**config.mk**
```make
export PLATFORM = sky130hd
export DESIGN_NAME = fpa_front
export DESIGN_NICKNAME = d
export VERILOG_FILES = /design/src/fpa_pkg.sv /design/src/fpa_fifo.sv /design/src/fpa_front.sv
export SDC_FILE = /design/constraint.sdc
export NUM_CORES = 1
export LEC_CHECK = 0
export BUFFER_PORTS_ARGS = -buffer_cell sky130_fd_sc_hd__buf_2
export CORE_ASPECT_RATIO = 0.6
export CORE_MARGIN = 2
export CORE_UTILIZATION = 49
export DETAILED_ROUTE_END_ITERATION = 8
export GPL_TIMING_DRIVEN = 0
export PLACE_DENSITY = 0.71
export SLEW_MARGIN = 10
export SYNTH_ARGS = -nofsm -noshare
export SYNTH_HDL_FRONTEND = slang
export SYNTH_SLANG_ARGS = --single-unit
```
**constraint.sdc**
```tcl
create_clock -name clock -period 4.72 [get_ports clock]
set_clock_uncertainty 0.05 [all_clocks]
set_input_delay 0.236 -clock clock [delete_from_list [all_inputs] [get_ports clock]]
set_output_delay 0.236 -clock clock [all_outputs]
set_load 0.01 [all_outputs]
```
**src/fpa_pkg.sv**
```systemverilog
`timescale 1ns / 1ps
package fpa_pkg;

   localparam int FRAC_BITS_DEFAULT = 8;
   localparam int WORD_BITS_DEFAULT = 32;
   localparam int DATA_W            = 32;
   localparam int WIDE_W            = 64;
   localparam int MID_DEPTH         = 4;
   localparam int OUT_DEPTH         = 2;

   typedef enum logic [3:0] {
      ACT_ADD      = 4'd0,
      ACT_SUB      = 4'd1,
      ACT_MUL      = 4'd2,
      ACT_DIV      = 4'd3,
      ACT_MIN      = 4'd4,
      ACT_MAX      = 4'd5,
      ACT_INC      = 4'd6,
      ACT_DEC      = 4'd7,
      ACT_FROM_INT = 4'd8,
      ACT_TO_INT   = 4'd9
   } action_type;

   // How the back end carries an item out.
   typedef enum logic [2:0] {
      KIND_SUM,
      KIND_SHL,
      KIND_SHR,
      KIND_MUL,
      KIND_DIV,
      KIND_ZERO
   } kind_type;

   typedef struct packed {
      logic [3:0]               action;
      logic signed [DATA_W-1:0] operand_a;
      logic signed [DATA_W-1:0] operand_b;
   } req_type;

   typedef struct packed {
      logic signed [DATA_W-1:0] result;
      logic                     a_greater;
      logic                     a_less;
      logic                     equal;
      logic                     saturated;
      logic                     divide_by_zero;
   } rsp_type;

   typedef struct packed {
      logic a_greater;
      logic a_less;
      logic equal;
   } cmp_type;

   // Classified item handed from front to back.
   typedef struct packed {
      kind_type                 kind;
      logic                     neg;
      cmp_type                  cmp;
      logic                     dbz;
      logic signed [DATA_W:0]   x;
      logic signed [DATA_W:0]   y;
      logic [DATA_W-1:0]        mag_a;
      logic [DATA_W-1:0]        mag_b;
   } work_type;

endpackage

```
**src/fpa_fifo.sv**
```systemverilog
`timescale 1ns / 1ps
module fpa_fifo #(
   parameter int WIDTH = 8,
   parameter int DEPTH = 2
) (
   input  logic             clock,
   input  logic             reset,
   input  logic             push,
   input  logic [WIDTH-1:0] push_data,
   output logic             full,
   input  logic             pop,
   output logic             empty,
   output logic [WIDTH-1:0] pop_data
);

   localparam int PTR_W = (DEPTH > 1) ? $clog2(DEPTH) : 1;
   localparam int CNT_W = $clog2(DEPTH + 1);

   logic [WIDTH-1:0] mem_ff [DEPTH];
   logic [PTR_W-1:0] wr_ptr_ff, wr_ptr_in;
   logic [PTR_W-1:0] rd_ptr_ff, rd_ptr_in;
   logic [CNT_W-1:0] count_ff, count_in;
   logic             do_push, do_pop;

   assign full     = (count_ff == CNT_W'(DEPTH));
   assign empty    = (count_ff == '0);
   assign do_push  = push && !full;
   assign do_pop   = pop && !empty;
   assign pop_data = mem_ff[rd_ptr_ff];

   always_comb begin
      wr_ptr_in = wr_ptr_ff;
      rd_ptr_in = rd_ptr_ff;
      count_in  = count_ff;
      if (do_push) begin
         wr_ptr_in = (wr_ptr_ff == PTR_W'(DEPTH - 1)) ? '0 : wr_ptr_ff + 1'b1;
      end
      if (do_pop) begin
         rd_ptr_in = (rd_ptr_ff == PTR_W'(DEPTH - 1)) ? '0 : rd_ptr_ff + 1'b1;
      end
      case ({do_push, do_pop})
         2'b10:   count_in = count_ff + 1'b1;
         2'b01:   count_in = count_ff - 1'b1;
         default: count_in = count_ff;
      endcase
   end

   always_ff @(posedge clock) begin
      if (reset) begin
         wr_ptr_ff <= '0;
         rd_ptr_ff <= '0;
         count_ff  <= '0;
      end else begin
         wr_ptr_ff <= wr_ptr_in;
         rd_ptr_ff <= rd_ptr_in;
         count_ff  <= count_in;
      end
   end

   always_ff @(posedge clock) begin
      if (do_push) begin
         mem_ff[wr_ptr_ff] <= push_data;
      end
   end

endmodule

```
**src/fpa_front.sv**
```systemverilog
`timescale 1ns / 1ps
module fpa_front import fpa_pkg::*; (
   input  logic     clock,
   input  logic     reset,
   input  logic     push,
   output logic     full,
   input  req_type  req_data,
   input  logic     work_pop,
   output logic     work_empty,
   output work_type work_data
);

   work_type               cls;
   logic signed [DATA_W:0] a_ext, b_ext;
   logic [$bits(work_type)-1:0] work_bits;

   always_comb begin
      a_ext = {req_data.operand_a[DATA_W-1], req_data.operand_a};
      b_ext = {req_data.operand_b[DATA_W-1], req_data.operand_b};
      cls   = '0;
      cls.cmp.a_greater = req_data.operand_a > req_data.operand_b;
      cls.cmp.a_less    = req_data.operand_a < req_data.operand_b;
      cls.cmp.equal     = req_data.operand_a == req_data.operand_b;
      cls.neg   = req_data.operand_a[DATA_W-1] ^ req_data.operand_b[DATA_W-1];
      // -(-2^31) wraps to the bit pattern of +2^31, which is the magnitude wanted
      cls.mag_a = req_data.operand_a[DATA_W-1] ? DATA_W'(-req_data.operand_a)
                                                : DATA_W'(req_data.operand_a);
      cls.mag_b = req_data.operand_b[DATA_W-1] ? DATA_W'(-req_data.operand_b)
                                                : DATA_W'(req_data.operand_b);
      cls.kind  = KIND_ZERO;
      case (req_data.action)
         ACT_ADD: begin
            cls.kind = KIND_SUM;
            cls.x    = a_ext;
            cls.y    = b_ext;
         end
         ACT_SUB: begin
            cls.kind = KIND_SUM;
            cls.x    = a_ext;
            cls.y    = -b_ext;
         end
         ACT_MUL: begin
            cls.kind = KIND_MUL;
         end
         ACT_DIV: begin
            if (req_data.operand_b == '0) begin
               cls.dbz = 1'b1;
            end else begin
               cls.kind = KIND_DIV;
            end
         end
         ACT_MIN: begin
            cls.kind = KIND_SUM;
            cls.x    = cls.cmp.a_less ? a_ext : b_ext;
         end
         ACT_MAX: begin
            cls.kind = KIND_SUM;
            cls.x    = cls.cmp.a_greater ? a_ext : b_ext;
         end
         ACT_INC: begin
            cls.kind = KIND_SUM;
            cls.x    = a_ext;
            cls.y    = (DATA_W + 1)'(1);
         end
         ACT_DEC: begin
            cls.kind = KIND_SUM;
            cls.x    = a_ext;
            cls.y    = '1;
         end
         ACT_FROM_INT: begin
            cls.kind = KIND_SHL;
            cls.x    = a_ext;
         end
         ACT_TO_INT: begin
            cls.kind = KIND_SHR;
            cls.x    = a_ext;
         end
         default: begin
            cls.kind = KIND_ZERO;
         end
      endcase
   end

   fpa_fifo #(
      .WIDTH ($bits(work_type)),
      .DEPTH (MID_DEPTH)
   ) u_mid_queue (
      .clock     (clock),
      .reset     (reset),
      .push      (push),
      .push_data (cls),
      .full      (full),
      .pop       (work_pop),
      .empty     (work_empty),
      .pop_data  (work_bits)
   );

   assign work_data = work_type'(work_bits);

endmodule

```
Yosys cells after proc, flatten, opt, wreduce, memory -nomap -nowiden
Memories as Yosys holds them, arrays and structs flattened. A register that Yosys moved wholly into a read port is not among the register bits.
Index checks and enable logic that the tools add are counted.
{ "classes": {"addsub": 7, "magnitude_cmp": 2, "n_eq_ne": 15, "mux": 17, "bitwise_logic": 1, "n_reduce_logical": 10} }
{ "ops": {"columns": ["op", "count"], "rows": [
  ["$pmux 33 s4", 1],
  ["$pmux 33 s3", 1],
  ["$mux 33", 2],
  ["$mux 32", 2],
  ["$neg 32->32", 2],
  ["$neg 32->33", 1],
  ["$eq 32x32->1", 1],
  ["$gt 32x32->1", 1],
  ["$logic_not 32->1", 1],
  ["$lt 32x32->1", 1],
  ["$eq 4x3->1 const B", 4],
  ["$pmux 3 s5", 1],
  ["$reduce_or 6->1", 2],
  ["$eq 4x2->1 const B", 2],
  ["$eq 4x4->1 const B", 2],
  ["$mux 2", 4],
  ["$eq 2x2->1 const B", 3],
  ["$pmux 3 s2", 1],
  ["$mux 1", 5],
  ["$add 2x1->2 const B", 2],
  ["$eq 4x1->1 const B", 1],
  ["$logic_not 4->1", 1],
  ["$add 3x1->3 const B", 1],
  ["$eq 3x3->1 const B", 1],
  ["7 further kinds", 9]
]} }
{ "word_totals": {"ff_bits": 7, "ramBits": 552, "in_bits": 72, "memories": 1} }
{ "memory_table": {"columns": ["memory", "words", "width", "read_ports", "rd_ports_with_merged_regs", "wr", "line", "source"], "rows": [
  ["u_mid_queue.mem_ff", 4, 138, 1, 1, 1, "fpa_fifo.sv:19", "logic [WIDTH-1:0] mem_ff [DEPTH];"]
]} }

Logic depth before layout (Yosys ltp)
{ "logic_depth": {"depth_word": 5, "mapped_depth": 11, "mapped_depth_nobuf": 10} }

By module
Synthesis repeated with hierarchy kept, for this count alone.
{ "unflattened": {"cells_unflattened": 1275, "area_unflattened_um2": 23820.3} }
{ "modules_own_cells": {"columns": ["mod", "instances", "cells_per_inst", "area_per_inst_um2"], "rows": [
  ["fpa_fifo", 1, 775, 20537.2],
  ["fpa_front", 1, 500, 3283.1]
]} }

Worst setup path after synthesis
No wires, ideal clock.
{ "synth_path": {"path_type": "reg2reg", "start": "register u_mid_queue.count_ff[0]", "end": "memory u_mid_queue.mem_ff[1][0] (netlist bit) (enable)", "arrival_time_ns": 4.022, "required_time_ns": 4.157, "path_slack_ns": 0.135, "path_stages_with_launch": 5, "path_buffers": 0, "synth_period_minus_slack_ns": 4.585, "cell_sequence": "dfxtp_1 inv_1 and3_1 nor2b_1 and2_1"} }
{ "synth_via": {"elab_chain_cells": 5} }
{ "synth_lines": {"columns": ["item", "line", "source"], "rows": [
  ["from (decl)", "fpa_fifo.sv:22", "logic [CNT_W-1:0] count_ff, count_in;"],
  ["from (signal assigned)", "fpa_fifo.sv:56", "count_ff <= count_in;"],
  ["$eq 3x3->1", "fpa_fifo.sv:25", "assign full = (count_ff == CNT_W'(DEPTH));"],
  ["net full", "fpa_front.sv:6", "output logic full,"],
  ["$logic_not 1->1", "fpa_fifo.sv:27", "assign do_push = push && !full;"],
  ["$logic_and 1x1->1", "fpa_fifo.sv:27", null],
  ["$mux 1", "fpa_fifo.sv:61", "if (do_push) begin"],
  ["$mux 1 (implied by the code)", "fpa_fifo.sv:62", "mem_ff[wr_ptr_ff] <= push_data;"],
  ["to (decl)", "fpa_fifo.sv:19", null]
]} }
The timed path passes the listed nets, and every way through them passes these cells.

==> metrics.txt <==
Port Buffers 206; worst hold slack 0.0609 ns; min Tclk post-route 3.70 ns; Initial DRC Count 1507; clk root buf clkbuf_16; switching pwr approximately 3.6 mW; max-slew violations 0; GRT overflow 0; DP Cell Count 2143; FMAX 0.270 GHz; hpwl dp ~40000 um; CTS tree done; clk_lat worst skew ~0.58 ns; leading area contributor after synthesis edfxtp_1; IR drop worst, VDD 0.000373 V; first-pass GRT wire length 83100 um; cell count after synthesis between 1000 and 1500; pwr dens 479 nW/um2; metal2 WL 26500 um; Clock Sinks 557; Worst Setup Start Kind flip-flop; gp weighted congestion 0.924; antenna-violating nets left 0; Netlist cell types 65; DR pass1 iterations 5; P&R area growth vs syn 15.6%; Clk pwr share 30.0%; Max-Cap Viols 0; TritonCTS buffer count 50; switching part of the total 27.3%; maximum root-to-sink buffer count 3; part of the power in registers 46.5%; number of antenna violations at the first check in global routing 8; # nets final around 1700; final worst-path cycle share 78.4%; Seq/Total Area, Yosys 70.4%; fraction of layout cells with a size suffix above 1 28.2%; number of placed I/O pins about 210; power consumption 13.1 mW; Cell Int Power 9.50 mW; Critical Path RT 4.43 ns; outcome finished clean; syn_area_per_cell 18.3 um2; row count 62; core box area 47700 um2; synth warn 0; Synth top area share 69.7%; post-DR vias/cell around 5.9; clock slew at the register clock pins of the worst setup and hold paths 0.07 ns; Non-Filler Instances 2237; GR Util All Layers around 23%; Leakage Power ~9 nW; Primary FF master, synth edfxtp_1; Vias 13200; share of flip-flops with an asynchronous set or reset 0%; Gate power share 23.5%; final hold violations 0; final setup vio count 0; CP Class reg2out; DIE HEIGHT 174 um; Die W roughly 290 um; Post-synth EDFFs 548; critical path capture point type primary output; met3 WL post-DR 5180 um; wire per inst between 20 and 30 um; Yosys reg bits 557; post-synth net total between 1000 and 1500; DRC violations left 0; die area 50000 um2; Hold/Removal Path Class in2reg; fill cell count 3590; initial core utilization about half; vias in the first global route 13000; max layer used met5; Mapped Area 23600 um2; largest cells by area after synthesis edfxtp_1, mux4_2, xnor2_1, ha_1, nand2_1; Max-slew headroom approximately a quarter; DRT met1 WL 24100 um; CTS H-Tree Depth 2; most frequent cells in the layout edfxtp_1, buf_2, mux4_2, xnor2_1, nand2_1; leading cell type in the layout, fill and taps excluded edfxtp_1; WL final 57200 um; worst slew pin tran 1.14 ns; RSZ-0062 raised after global routing false; Crit path arrival time 3.42 ns; CP Max Fanout 10; largest net degree at the start of global routing between 50 and 60
-- sequential cells by signal, summed over array words and instances (netlist names), named ones only --
name / flops
u_mid_queue.rd_ptr_ff: 2
u_mid_queue.wr_ptr_ff: 2
u_mid_queue.mem_ff: 548
u_mid_queue.count_ff: 3
-- Yosys cell counts (4+ instances only) --
library cell and instances:
edfxtp_1 548, mux4_2 137, xnor2_1 86, nand2_1 84
o21ai_0 49, inv_1 47, ha_1 41, clkbuf_1 40
a21oi_1 34, a22o_1 32, nor2_1 22, o31ai_1 16
buf_1 15, nor3_1 13, nand4_1 12, dfxtp_1 9
nand3_1 9, o21ai_1 8, or3_1 7, and2_1 5
nor4_1 5, and4_1 4, or3_4 4, or4_1 4
-- stage by stage --
step	setup slack, ns	setup TNS (ns)	cell area, um2	util [%]
floorplan	0.135	0	23600	-
global placement	-2.36	-1269.14	25500	53.3
detailed placement	0.692	0	25700	53.9
CTS	0.923	0	27300	57.2
global route	0.744	0	27300	57.2
finish	1.02	0	27300	57.2
-- final timing paths --
path	from	endpoint	slack [ns]	cells after the start
setup / recovery	flip-flop	work_data[129]	1.02	5
setup reg to reg	u_mid_queue.count_ff[1]	u_mid_queue.mem_ff[2][40]	1.96	6
hold reg to reg	u_mid_queue.count_ff[2]	u_mid_queue.count_ff[2]	0.46	2
hold / removal	req_data[5]	u_mid_queue.mem_ff[3][5]	0.06	2
-- power by group through the flow --
stage                     clock network [mW]  registers (mW)  logic, mW
after global placement                     0            6.27       3.03
after CTS                               3.97            6.08       3.14
after global routing                    4.17            6.11       3.30
after detailed placement                   0            6.19       3.12
final                                   3.92            6.08       3.07
after floorplan                            0            6.20       1.91
-- worst max-delay path, stage by stage, from the launching register on --
cell and delay [ns]:
dfxtp_1 0.34, clkbuf_1 0.85, buf_1 0.72, mux4_2 0.65
buf_4 0.15, buf_2 0.13
-- logic make-up after synthesis --
| logic type | count (synthesis) | share of synthesized area (%) |
|---|---|---|
| AO/OA/AOI/OAI | 157 | 4.45 |
| multiplexers | 138 | 13.1 |
| buffers and inverters | 109 | 1.89 |
| XOR/XNOR | 89 | 3.30 |
| flip-flops | 557 | 70.4 |
| adder cells (fa/ha/maj) | 42 | 2.26 |
| AND/OR/NAND/NOR | 196 | 4.57 |
-- layer usage --
| metal | vias to the layer above | track usage [%] |
|---|---|---|
| li1 | 5726 | - |
| met1 | 6820 | 33.9 |
| met2 | 581 | 34.4 |
| met3 | 92 | 4.67 |
| met4 | 4 | 5.97 |
| met5 | - | 0 |
-- what timing repair did --
item / in CTS / in global routing
buffers inserted: 0 / 0
gates resized for setup: 0 / 0
hold buffers: 3 / 0
setup endpoints to repair: 0 / 0
endpoints found under the hold margin: 17 / 0
-- cell type report --
class / instances / area, um2 / area share, %
timing repair buffer: 218 / 1310 / 4.79
antenna: 7 / 17.5 / 0.0642
clock inverter: 21 / 174 / 0.637
clock buffer: 63 / 1360 / 5.00
buffer: 61 / 267 / 0.976
tap: 640 / 801 / 2.93
inverter: 48 / 180 / 0.660
multi-input combinational: 622 / 6550 / 24.0
sequential: 557 / 16600 / 60.9
(Power assumes the default switching activity.)
